$ cat src/rtl/icr_pkg.sv
// Shared constants and types for the integer cube root block.
package icr_pkg;

   localparam int ROOT_WIDTH = 21;

   typedef enum logic [1:0] {
      ST_IDLE,
      ST_RUN,
      ST_DONE
   } state_type;

endpackage

$ cat src/rtl/icr_if.sv
// Valid/ready channel interfaces for the radicand requests and the root responses.
interface icr_req_if #(
   parameter int RADICAND_WIDTH = 63
);
   logic                      valid;
   logic                      ready;
   logic [RADICAND_WIDTH-1:0] radicand;

   modport source (output valid, output radicand, input ready);
   modport sink   (input valid, input radicand, output ready);
endinterface

interface icr_rsp_if;
   logic                            valid;
   logic                            ready;
   logic [icr_pkg::ROOT_WIDTH-1:0]  root;

   modport source (output valid, output root, input ready);
   modport sink   (input valid, input root, output ready);
endinterface

$ cat src/rtl/integer_cube_root_floor.sv
// Floor cube root of an unsigned integer, one root bit found per clock cycle.
//
// Each transfer on the request channel carries one radicand; the block answers with exactly
// one response holding the greatest root whose cube does not exceed it, truncated to 21 bits.
// The radicand is consumed three bits per cycle by a digit-by-digit restoring recurrence that
// keeps the partial root, its square and the running remainder, so one shared add-and-compare
// unit does all the work. An item is loaded in ST_IDLE, worked on in ST_RUN and presented in
// ST_DONE until the response is taken. The block takes a new request only after the previous
// response has been transferred.
module integer_cube_root_floor #(
   parameter int RADICAND_WIDTH = 63
) (
   input  logic      clock,
   input  logic      reset,
   icr_req_if.sink   req_if,
   icr_rsp_if.source rsp_if
);

   localparam int NUM_DIGITS = (RADICAND_WIDTH + 2) / 3;
   localparam int RT_W       = NUM_DIGITS;
   localparam int SQ_W       = 2 * RT_W;
   localparam int REM_W      = 2 * RT_W + 5;
   localparam int PAD_W      = 3 * NUM_DIGITS;
   localparam int CNT_W      = $clog2(NUM_DIGITS + 1);
   localparam int EXT_W      = (RT_W > icr_pkg::ROOT_WIDTH) ? RT_W : icr_pkg::ROOT_WIDTH;

   icr_pkg::state_type state_ff, state_in;

   logic [PAD_W-1:0] rad_ff, rad_in;
   logic [REM_W-1:0] rem_ff, rem_in;
   logic [RT_W-1:0]  root_ff, root_in;
   logic [SQ_W-1:0]  sq_ff, sq_in;
   logic [CNT_W-1:0] cnt_ff, cnt_in;

   logic             load;
   logic             step;
   logic             last_step;
   logic [REM_W-1:0] rem_sh;
   logic [REM_W-1:0] trial;
   logic             keep;
   logic [EXT_W-1:0] root_ext;

   assign last_step = (cnt_ff == CNT_W'(NUM_DIGITS - 1));

   always_comb begin
      state_in = state_ff;
      unique case (state_ff)
         icr_pkg::ST_IDLE: begin
            if (req_if.valid) begin
               state_in = icr_pkg::ST_RUN;
            end
         end
         icr_pkg::ST_RUN: begin
            if (last_step) begin
               state_in = icr_pkg::ST_DONE;
            end
         end
         icr_pkg::ST_DONE: begin
            if (rsp_if.ready) begin
               state_in = icr_pkg::ST_IDLE;
            end
         end
         default: state_in = icr_pkg::ST_IDLE;
      endcase
   end

   always_comb begin
      req_if.ready = 1'b0;
      rsp_if.valid = 1'b0;
      step         = 1'b0;
      unique case (state_ff)
         icr_pkg::ST_IDLE: req_if.ready = 1'b1;
         icr_pkg::ST_RUN:  step         = 1'b1;
         icr_pkg::ST_DONE: rsp_if.valid = 1'b1;
         default: ;
      endcase
   end

   assign load = req_if.valid && req_if.ready;

   always_comb begin
      rem_sh = REM_W'({rem_ff, rad_ff[PAD_W-1 -: 3]});
      trial  = REM_W'({sq_ff, 3'b000}) + REM_W'({sq_ff, 2'b00})
             + REM_W'({root_ff, 2'b00}) + REM_W'({root_ff, 1'b0}) + REM_W'(1);
      keep   = (rem_sh >= trial);

      rad_in  = rad_ff;
      rem_in  = rem_ff;
      root_in = root_ff;
      sq_in   = sq_ff;
      cnt_in  = cnt_ff;

      if (load) begin
         rad_in  = PAD_W'(req_if.radicand);
         rem_in  = '0;
         root_in = '0;
         sq_in   = '0;
         cnt_in  = '0;
      end else if (step) begin
         rad_in = PAD_W'({rad_ff, 3'b000});
         cnt_in = cnt_ff + CNT_W'(1);
         if (keep) begin
            rem_in  = rem_sh - trial;
            root_in = RT_W'({root_ff, 1'b1});
            sq_in   = SQ_W'({sq_ff, 2'b00}) + SQ_W'({root_ff, 2'b00}) + SQ_W'(1);
         end else begin
            rem_in  = rem_sh;
            root_in = RT_W'({root_ff, 1'b0});
            sq_in   = SQ_W'({sq_ff, 2'b00});
         end
      end
   end

   always_ff @(posedge clock) begin
      if (reset) begin
         state_ff <= icr_pkg::ST_IDLE;
         cnt_ff   <= '0;
      end else begin
         state_ff <= state_in;
         cnt_ff   <= cnt_in;
      end
   end

   always_ff @(posedge clock) begin
      rad_ff  <= rad_in;
      rem_ff  <= rem_in;
      root_ff <= root_in;
      sq_ff   <= sq_in;
   end

   assign root_ext    = EXT_W'(root_ff);
   assign rsp_if.root = root_ext[icr_pkg::ROOT_WIDTH-1:0];

endmodule
$ cat src/flat_wrapper.sv
// flat-port wrapper written by rule: the top's interface ports become plain ports
module integer_cube_root_floor_flat 
#(
   parameter int RADICAND_WIDTH = 63
)
  (clock, reset, req_if_valid, req_if_radicand, req_if_ready, rsp_if_valid, rsp_if_root, rsp_if_ready);
  icr_req_if #(.RADICAND_WIDTH(RADICAND_WIDTH)) req_if_i ();
  icr_rsp_if rsp_if_i ();
  input  logic clock;
  input  logic reset;
  input wire logic [$bits(req_if_i.valid)-1:0] req_if_valid;
  input wire logic [$bits(req_if_i.radicand)-1:0] req_if_radicand;
  output wire logic [$bits(req_if_i.ready)-1:0] req_if_ready;
  output wire logic [$bits(rsp_if_i.valid)-1:0] rsp_if_valid;
  output wire logic [$bits(rsp_if_i.root)-1:0] rsp_if_root;
  input wire logic [$bits(rsp_if_i.ready)-1:0] rsp_if_ready;
  assign req_if_i.valid = req_if_valid;
  assign req_if_i.radicand = req_if_radicand;
  assign req_if_ready = req_if_i.ready;
  assign rsp_if_valid = rsp_if_i.valid;
  assign rsp_if_root = rsp_if_i.root;
  assign rsp_if_i.ready = rsp_if_ready;
  integer_cube_root_floor #(.RADICAND_WIDTH(RADICAND_WIDTH)) u_core (.clock(clock), .reset(reset), .req_if(req_if_i), .rsp_if(rsp_if_i));
endmodule
$ cat config.mk
export PLATFORM = sky130hd
export DESIGN_NAME = integer_cube_root_floor_flat
export DESIGN_NICKNAME = d
export VERILOG_FILES = /design/src/rtl/icr_pkg.sv /design/src/rtl/icr_if.sv /design/src/rtl/integer_cube_root_floor.sv /design/src/flat_wrapper.sv
export SDC_FILE = /design/constraint.sdc
export NUM_CORES = 1
export LEC_CHECK = 0
export ABC_AREA = 1
export BUFFER_PORTS_ARGS = -buffer_cell sky130_fd_sc_hd__buf_2
export CAP_MARGIN = 20
export CORE_AREA = 2 2 212 214
export CTS_BUF_LIST = sky130_fd_sc_hd__clkbuf_2 sky130_fd_sc_hd__clkbuf_4 sky130_fd_sc_hd__clkbuf_8
export CTS_CLUSTER_SIZE = 20
export DETAILED_ROUTE_END_ITERATION = 8
export DIE_AREA = 0 0 214 216
export GPL_TIMING_DRIVEN = 0
export PLACE_DENSITY = 0.68
export SLEW_MARGIN = 20
export SYNTH_ARGS = -nofsm -noshare
export SYNTH_HDL_FRONTEND = slang
export SYNTH_SLANG_ARGS = --single-unit
$ cat constraint.sdc
create_clock -name clock -period 6.1 [get_ports clock]
set_input_delay 1.83 -clock clock [delete_from_list [all_inputs] [get_ports clock]]
set_output_delay 1.83 -clock clock [all_outputs]
set_load 0.02 [all_outputs]
==> results of run 1 <==
power breakdown:
part,internal (W),switching (W),total [W]
logic,0.00250,0.00483,0.00733
registers,0.00152,0.000230,0.00175
clock network,0.000294,0.000506,0.000800
stage by stage:
stage / hold slack (ps) / cell area (um^2) / cells / setup TNS (ps)
after global routing: 487 / 19000 / 3483 / 0
after floorplan: 432 / 17400 / 2768 / 0
after CTS: 466 / 19000 / 3482 / 0
after global placement: 447 / 18600 / 3449 / -7.36
final: 468 / 19000 / 3483 / 0
after detailed placement: 450 / 18600 / 3450 / -266
cells in the mapped netlist, types with 9 or more instances:
cell type	count	share of area
nand2_1	1107	0.24
dfxtp_1	112	0.13
inv_2	9	0.0019
o21bai_1	13	0.0056
a21oi_1	117	0.034
buf_2	11	0.0032
xnor2_1	53	0.027
inv_1	372	0.080
nand3_1	184	0.053
clkbuf_1	32	0.0069
o21ai_0	71	0.020
edfxtp_1	63	0.11
nor2_2	9	0.0032
fa_1	39	0.045
nand2_2	13	0.0047
o22ai_1	19	0.0068
nand4_1	22	0.0079
xor2_1	29	0.015
nor2_1	208	0.045
nand3b_1	32	0.014
ha_1	155	0.11
nor3_1	20	0.0057
timing repair:
item | CTS | global route
hold buffers | 0 | 0
endpoints found under the setup margin | 8 | 85
gates cloned | 0 | 0
hold endpoints to repair | 0 | 0
buffers inserted | 0 | 1
resized for setup | 1 | 17
pin swaps | 0 | 1
registers in the layout, summed over array words and instances (netlist names):
register	count
u_core.rad_ff	63
u_core.rem_ff	44
u_core.sq_ff	40
u_core.rsp_if.root	21
u_core.cnt_ff	5
u_core.state_ff	2
metal layers:
metal	share of wire	track usage	routed length, um
met3	0.072	0.0433	4060
met4	0.029	0.0825	1620
met5	0.0012	0.0115	70
met2	0.43	0.375	24300
met1	0.47	0.335	26100
worst paths after layout:
path | end
worst max-delay path | u_core.rem_ff[23]
worst min-delay path | u_core.rem_ff[42]
worst max register to register | u_core.rem_ff[23]
worst min register to register | u_core.rem_ff[42]
cell usage in the layout (no fill, tap or decap), types with 4 or more instances in the layout:
master and n:
nand2_1 1107, inv_1 372, nor2_1 208, nand3_1 183, ha_1 155, a21oi_1 114, dfxtp_1 111, buf_2 98
o21ai_0 71, edfxtp_1 63, xnor2_1 53, fa_1 39, nand3b_1 32, xor2_1 29, clkbuf_1 28, nand4_1 22
nor3_1 20, o22ai_1 19, clkbuf_8 17, o21bai_1 13, nand2_2 12, inv_2 9, a31oi_1 8, nor2_2 8
buf_6 8, nand3_2 6, o21a_1 6, nor4_1 6, a21o_1 5, or2_2 5, a21oi_2 4, clkbuf_4 4
o21ai_1 4, clkinv_2 4
critical path: cells and delay by family, from the launching register on:
kind | cells | cell delay [ps]
simple gates | 20 | 2650
fa+ha+maj | 5 | 1960
buf+inv | 3 | 500
flops | 1 | 410
xor+xnor | 1 | 260
cell type report:
| class | count | area, um^2 | share of cell area |
|---|---|---|---|
| Timing Repair Buffer | 91 | 473 | 0.0248 |
| Buffer | 58 | 338 | 0.0177 |
| Sequential cell | 175 | 4140 | 0.217 |
| Clock inverter | 15 | 128 | 0.00670 |
| Inverter | 383 | 1440 | 0.0755 |
| Multi-Input combinational cell | 2152 | 11500 | 0.607 |
| Clock buffer | 17 | 234 | 0.0123 |
| Tap cell | 592 | 741 | 0.0389 |
cell families after synthesis:
logic type                 after synthesis
AOI/OAI and AO/OA                      254
xor gates and xnor gates                82
adders and majority gates              194
buffers and inverters                  441
DFF                                    175
and+or+nand+nor                       1622
==> results.sh, run 1 <==
export IMPL_critical_path_required_ps=6520
export IMPL_vias_per_cell=5.04
export IMPL_period_needed_ps=5930
export IMPL_relSlewSlack=0.456
export IMPL_clk_path_buf_depth=2
export IMPL_cap_violations=0
export IMPL_syn_to_final_growth_pct=9.34
export IMPL_ys_warnings_count=0
export IMPL_r2r_start="u_core.rsp_if.root[2]"
export IMPL_wl_per_cell_um=16.1
export IMPL_drv_slew=0
export IMPL_syn_num_nets=3029
export IMPL_min_path_cells=2
export IMPL_crit_start="u_core.rsp_if.root[2]"
export IMPL_crit_fanout=10
export IMPL_hold_path_class="flip-flop to flip-flop"
export IMPL_detailed_place_hpwl_um=46800
export IMPL_diodes=0
export IMPL_overflow=0
export IMPL_ys_types=46
export IMPL_io_pins=90
export IMPL_port_buffers=89
export IMPL_grt_pass1_wl_um=87400
export IMPL_place_congestion=0.990
export IMPL_fmax_mhz=169
export IMPL_critPathLaunchType="flip-flop"
export IMPL_synthAdderAreaFrac=0.156
export IMPL_fp_coreArea_um2=43800
export IMPL_synth_flop_cell="dfxtp_1"
export IMPL_antenna_found_initial=0
export IMPL_syn_area_um2=17400
export IMPL_slowest_stage="fa_1"
export IMPL_cts_tree="built"
export IMPL_grt_util_all_layers=0.241
export IMPL_cts_sinks=175
export IMPL_vias=17600
export IMPL_yosys_register_bits=175
export IMPL_drc=0
export IMPL_p_total_w=0.00988
export IMPL_synthSimpleGateAreaFrac=0.384
export IMPL_syn_inst=2768
export IMPL_worstSetupPathType="flip-flop to flip-flop"
export IMPL_die_h_um=216
export IMPL_cts_root_buf="clkbuf_8"
export IMPL_drt_iter0_drc=1567
export IMPL_rr_worst_depth=29
export IMPL_status="finished, final reports clean"
export IMPL_worst_slew_pin_slew_ps=813
export IMPL_dr_pass1_iters=6
export IMPL_peakVddDrop_mv=0.320
export IMPL_hold_violations=0
export IMPL_clock_skew_final_ps=24.0
export IMPL_p_per_area_nw_per_um2=519
export IMPL_synth_top_family_by_area="simple AND/OR/NAND/NOR gates"
export IMPL_slowest_delay_ps=580
export IMPL_min_from="u_core.rem_ff[42]"
export IMPL_rows=77
export IMPL_fin_ws_ps=166
export IMPL_rrSetupSlack_ps=170
export IMPL_synth_xor_area_frac=0.0413
export IMPL_initial_utilization=0.397
export IMPL_rsz0062_at_grt="no"
export IMPL_setup_violations=0
export IMPL_cp_end_kind="flip-flop"
export IMPL_yosysSeqAreaShare=0.237
export IMPL_synth_mux_area_frac=0
export IMPL_final_fill_count=4818
export IMPL_synth_compound_area_share=0.0801
export IMPL_cts_buffers=17
export IMPL_antenna_left=0
export IMPL_insertion_delay_ps=540
export IMPL_die_w_um=214
export IMPL_final_core_util=0.434
export IMPL_finalCritPeriodShare=0.973
export IMPL_crit_top_cell="nand2_1"
export IMPL_place_ws_ps=-69.5
export IMPL_async_flop_share=0
export IMPL_cts_htree_levels=4
export IMPL_clkSlewWorstSetupHoldPaths_ps=100
export IMPL_nets=3139
export IMPL_synth_edff_count=63
export IMPL_drive_gt1_frac=0.0702
export IMPL_p_leak_nw=10.1
export IMPL_die_area_um2=46200
export IMPL_routed_wirelength_um=56200
export IMPL_worstPathArrival_ps=6350
export IMPL_grt_pass1_vias=16000
export IMPL_grt_max_degree=42
export IMPL_syn_avg_cell_area_um2=6.29
Power figures use the tool's default switching activity.
==> inputs of run 2 (changes only) <==
ABC_AREA = not set   (was 1)
CORE_AREA = 2 2 192 194   (was 2 2 212 214)
DIE_AREA = 0 0 194 196   (was 0 0 214 216)
==> results.sh, run 2 <==
export IMPL_status="finished, final reports clean"
export IMPL_grt_max_degree=41
export IMPL_yosysSeqAreaShare=0.290
export IMPL_largest_reg_flops=63
export IMPL_grt_pass1_wl_um=66900
export IMPL_ys_types=70
export IMPL_hold_path_class="flip-flop to flip-flop"
export IMPL_p_per_area_nw_per_um2=491
export IMPL_async_flop_share=0
export IMPL_detailed_place_hpwl_um=32400
export IMPL_synth_most_common_cell="nand2_1"
export IMPL_cts_buffers=17
export IMPL_antenna_found_initial=0
export IMPL_drv_slew=0
export IMPL_nets=2116
export IMPL_die_area_um2=38000
export IMPL_top_register="u_core.rad_ff"
export IMPL_synth_edff_count=63
export IMPL_layout_commonest_cell="nand2_1"
export IMPL_dr_pass1_iters=5
export IMPL_grt_util_all_layers=0.219
export IMPL_clkSlewWorstSetupHoldPaths_ps=100
export IMPL_port_buffers=89
export IMPL_rows=70
export IMPL_initial_utilization=0.395
export IMPL_antenna_left=0
export IMPL_die_h_um=196
export IMPL_syn_inst=1720
export IMPL_overflow=0
export IMPL_finalCritPeriodShare=0.999
export IMPL_cts_tree="built"
export IMPL_syn_num_nets=1981
export IMPL_worstPathArrival_ps=6480
export IMPL_ys_warnings_count=0
export IMPL_peakVddDrop_mv=0.256
export IMPL_rsz0062_at_grt="yes"
export IMPL_yosys_register_bits=175
export IMPL_fmax_mhz=164
export IMPL_cp_end_kind="flip-flop"
export IMPL_hold_violations=0
export IMPL_clk_path_buf_depth=2
export IMPL_routed_wirelength_um=43100
export IMPL_wl_per_cell_um=18.4
export IMPL_p_total_w=0.00823
export IMPL_final_cells=2336
export IMPL_fp_coreArea_um2=36100
export IMPL_place_congestion=0.935
export IMPL_place_ws_ps=-1720
export IMPL_drc=0
export IMPL_cap_violations=0
export IMPL_final_core_util=0.464
export IMPL_syn_avg_cell_area_um2=8.29
export IMPL_p_leak_nw=7.80
export IMPL_critPathLaunchType="flip-flop"
export IMPL_layout_common_cells="nand2_1, ha_1, a21oi_1, o21ai_0, nand3_1"
export IMPL_drt_iter0_drc=1016
export IMPL_cts_root_buf="clkbuf_8"
export IMPL_hold_worst_slack_ps=478
export IMPL_relSlewSlack=0.407
export IMPL_die_w_um=194
export IMPL_syn_area_um2=14300
export IMPL_insertion_delay_ps=480
export IMPL_synthTopCellsByArea="dfxtp_1, ha_1, edfxtp_1, nand2_1, fa_1"
export IMPL_worstSetupPathType="flip-flop to flip-flop"
export IMPL_crit_fanout=10
export IMPL_drive_gt1_frac=0.160
export IMPL_cts_sinks=175
export IMPL_syn_to_final_growth_pct=17.5
export IMPL_worst_slew_pin_slew_ps=890
export IMPL_reg_top3="u_core.rad_ff: 63 flops, u_core.rem_ff: 44 flops, u_core.sq_ff: 40 flops"
export IMPL_diodes=0
export IMPL_critical_path_required_ps=6490
export IMPL_dpl_cell_count=2278
export IMPL_cts_htree_levels=4
export IMPL_synth_top_area_share=0.157
export IMPL_grt_pass1_vias=12800
export IMPL_synth_flop_cell="dfxtp_1"
export IMPL_fin_ws_ps=8.55
export IMPL_cts_hold_buffers=0
export IMPL_synth_top_cell_by_area="dfxtp_1"
export IMPL_vias=13200
export IMPL_period_needed_ps=6090
export IMPL_synth_commonest_cells="nand2_1, ha_1, a21oi_1, o21ai_0, dfxtp_1"
export IMPL_vias_per_cell=5.65
export IMPL_setup_violations=0
export IMPL_io_pins=90
export IMPL_clock_skew_final_ps=15.6
-- run 2: per-stage QoR --
step / instance area (um^2) / TNS [ps]
after global routing: 16800 / -4950
after detailed placement: 15300 / -132350
after floorplan: 14300 / 0
final: 16800 / 0
after global placement: 15300 / -145600
after CTS: 16200 / 0
-- run 2: critical path: stages, from the launching register on --
cell and delay [ps]:
dfxtp_2 380, inv_4 50, fa_1 490, fa_1 520, inv_2 60, ha_4 260
a211o_1 100, o211ai_1 150, a21oi_2 250, a21oi_2 110, a211o_1 350, a211oi_2 360
o21ai_2 170, xor2_1 170, ha_2 410, nand4_1 110, buf_6 160, nor4_4 330
nand4_1 270, a21oi_2 200, o21bai_2 120, o211ai_4 110, buf_12 160, buf_12 140
buf_4 240, a21oi_1 90, o21ai_0 190
-- run 2: report_power, final --
| part | total [W] | internal [W] | switching [W] |
|---|---|---|---|
| Clock | 0.000974 | 0.000495 | 0.000479 |
| Sequential | 0.00170 | 0.00150 | 0.000200 |
| Combinational | 0.00556 | 0.00233 | 0.00323 |
-- run 2: cell families (layout without fill, tap and decap cells) --
group,Yosys count,in the layout,share of synthesized area
and+or+nand+nor,571,571,0.182
AOI/OAI and AO/OA,476,476,0.208
adders and majority gates,194,194,0.191
buffers and inverters,177,325,0.0489
DFF,175,175,0.290
xor gates and xnor gates,106,106,0.0651
muxes,21,21,0.0151
-- run 2: area by class of cell --
type / instances / area (um^2)
Fill cell: 3513 / 19300
Clock buffer: 17 / 234
Buffer: 72 / 405
Inverter: 99 / 374
Tap cell: 468 / 586
Clock inverter: 15 / 231
Multi-Input combinational cell: 1368 / 9960
Timing Repair Buffer: 122 / 777
Sequential cell: 175 / 4180
-- run 2: routing by layer --
layer	track usage	up-vias	share of wire
met5	0	-	0
met4	0.0912	0	0.039
met3	0.0392	90	0.060
met2	0.364	438	0.46
met1	0.280	6261	0.44
li1	-	6401	-
-- run 2: final timing paths --
check / slack (ps) / end / depth (start not counted) / start
worst max-delay path: 9 / u_core.sq_ff[7] / 26 / u_core.rsp_if.root[3]
worst min-delay path: 480 / u_core.rem_ff[10] / 2 / u_core.rem_ff[10]
worst max register to register: 9 / u_core.sq_ff[7] / 26 / u_core.rsp_if.root[3]
worst min register to register: 480 / u_core.rem_ff[10] / 2 / u_core.rem_ff[10]
-- run 2: timing repair --
item                                    4_1_cts  5_1_grt
cloned                                        0        2
pin swaps                                    20       43
endpoints found under the setup margin       85       85
buffers inserted                             17       13
gates resized for setup                      80      111
==> inputs of run 3 (changes only) <==
CORE_AREA = 2 2 165 167   (was 2 2 192 194)
DIE_AREA = 0 0 167 169   (was 0 0 194 196)
PLACE_DENSITY = 0.84   (was 0.68)
==> results.sh, run 3 (same netlist as run 2, synthesis figures left out) <==
export IMPL_antenna_found_initial=0
export IMPL_p_per_area_nw_per_um2=513
export IMPL_status="complete, but fails checks"
export IMPL_crit_start="u_core.rsp_if.root[3]"
export IMPL_min_to="u_core.rem_ff[10]"
export IMPL_layout_common_cells="nand2_1, ha_1, a21oi_1, nand3_1, inv_1"
export IMPL_slowest_delay_ps=580
export IMPL_drive_gt1_frac=0.168
export IMPL_io_pins=90
export IMPL_finalCritPeriodShare=1.02
export IMPL_initial_utilization=0.538
export IMPL_place_congestion=0.933
export IMPL_grt_util_all_layers=0.294
export IMPL_final_fill_count=2021
export IMPL_port_buffers=89
export IMPL_worstSetupPathType="flip-flop to flip-flop"
export IMPL_failed_checks="setup timing"
export IMPL_fmax_mhz=161
export IMPL_grt_pass1_vias=13300
export IMPL_min_from="u_core.rem_ff[10]"
export IMPL_layout_commonest_cell="nand2_1"
export IMPL_crit_fanout=7
export IMPL_detailed_place_hpwl_um=31500
export IMPL_worst_slew_pin_slew_ps=985
export IMPL_diodes=0
export IMPL_critical_path_required_ps=6430
export IMPL_r2r_start="u_core.rsp_if.root[3]"
export IMPL_hold_violations=0
export IMPL_drt_iter0_drc=1307
export IMPL_dpl_cell_count=2151
export IMPL_overflow=0
export IMPL_syn_to_final_growth_pct=17.5
export IMPL_setup_violations=26
export IMPL_antenna_left=0
export IMPL_die_area_um2=28200
export IMPL_cp_end_kind="flip-flop"
export IMPL_peakVddDrop_mv=0.334
export IMPL_p_total_w=0.00860
export IMPL_wl_per_cell_um=20.3
export IMPL_clock_skew_final_ps=17.3
export IMPL_rsz0062_at_grt="yes"
export IMPL_rr_worst_depth=26
export IMPL_drc=0
export IMPL_cts_tree="built"
export IMPL_drv_slew=0
export IMPL_cts_hold_buffers=0
export IMPL_multi_input_area_um2=10100
export IMPL_p_leak_nw=7.84
export IMPL_min_path_cells=2
export IMPL_grt_pass1_wl_um=66900
export IMPL_fin_ws_ps=-121
export IMPL_fp_coreArea_um2=26500
export IMPL_reg_top3="u_core.rad_ff: 63 flops, u_core.rem_ff: 44 flops, u_core.sq_ff: 40 flops"
export IMPL_cts_root_buf="clkbuf_8"
export IMPL_clkSlewWorstSetupHoldPaths_ps=110
export IMPL_critPathLaunchType="flip-flop"
export IMPL_routed_wirelength_um=44800
export IMPL_vias=14000
export IMPL_ff_latch_area_um2=4180
export IMPL_period_needed_ps=6220
export IMPL_clk_path_buf_depth=2
export IMPL_cts_htree_levels=4
export IMPL_rrSetupSlack_ps=-120
export IMPL_nets=2121
export IMPL_crit_buf_inv=5
export IMPL_rr_endpoint="u_core.rem_ff[3]"
export IMPL_cts_buffers=17
export IMPL_vias_per_cell=6.34
export IMPL_hold_path_class="flip-flop to flip-flop"
export IMPL_grt_max_degree=43
export IMPL_slowest_stage="fa_2"
export IMPL_crit_top_cell="ha_4"
export IMPL_die_w_um=167
export IMPL_final_cells=2214
export IMPL_cts_sinks=175
export IMPL_critPathTopFamily="compound AO/OA/AOI/OAI gates"
export IMPL_die_h_um=169
export IMPL_insertion_delay_ps=480
export IMPL_worstPathArrival_ps=6550
export IMPL_rows=60
export IMPL_largest_reg_flops=63
export IMPL_top_register="u_core.rad_ff"
export IMPL_dr_pass1_iters=5
export IMPL_cap_violations=0
export IMPL_relSlewSlack=0.344
## run 3: cell count changes in the layout (fill, tap and decap cells not counted), moves of 4 or more
cell	before	now
a21oi_1	121	114
nand2_2	1	5
o21ai_0	100	85
o21ai_1	28	37
o21ai_2	5	11
a21oi_2	17	23
## run 3: area by class of cell
cell class                 instances  share of cell area
clock inverter                    15              0.0106
sequential                       175               0.250
timing repair buffer             126              0.0502
multi-input combinational       1369               0.601
inverter                          99              0.0223
buffer                            72              0.0267
tap                              341              0.0255
clock buffer                      17              0.0140
## run 3: how the worst max path moves through the flow
stage	cells after the start	end	slack [ps]
2_1_floorplan	26	u_core.sq_ff[19]	90
3_3_place_gp	27	u_core.sq_ff[9]	-1580
3_5_place_dp	27	u_core.sq_ff[9]	-1570
4_1_cts	26	u_core.rem_ff[42]	8
5_1_grt	26	u_core.sq_ff[33]	-240
6_report	26	u_core.rem_ff[3]	-120
## run 3: power breakdown
part           switching (W)  internal [W]  leakage (nW)
logic                0.00350       0.00252          6.09
registers           0.000214       0.00150          1.55
clock network       0.000497      0.000378         0.199
total                0.00421       0.00439          7.84
## run 3: metal layers
metal	track usage	vias up	wire length (um)
met5	0	-	0
met4	0.155	0	2670
met3	0.0556	189	4300
met2	0.483	847	20400
met1	0.368	6597	17500
li1	-	6409	-
## run 3: per-stage QoR
step / util / setup TNS, ps / area (um^2) / setup slack, ps / hold slack (ps)
finish: 0.632 / -740 / 16800 / -121 / 481
global route: 0.632 / -13400 / 16800 / -238 / 508
CTS: 0.605 / 0 / 16000 / 8.00 / 492
detailed placement: 0.573 / -120510 / 15200 / -1570 / 478
global placement: 0.572 / -120320 / 15200 / -1580 / 465
floorplan: - / 0 / 14300 / 88.7 / 440
## run 3: worst min-delay path, delay by kind of cell (launching register included)
kind	cells	cell delay, ps
and+or+nand+nor	1	60
DFF	1	340
AOI/OAI and AO/OA	1	50
## run 3: what timing repair did
item / 4_1_cts / 5_1_grt
pin swaps: 21 / 65
buffers inserted: 14 / 16
resized for setup: 85 / 154
endpoints found under the setup margin: 85 / 85
gates cloned: 3 / 5
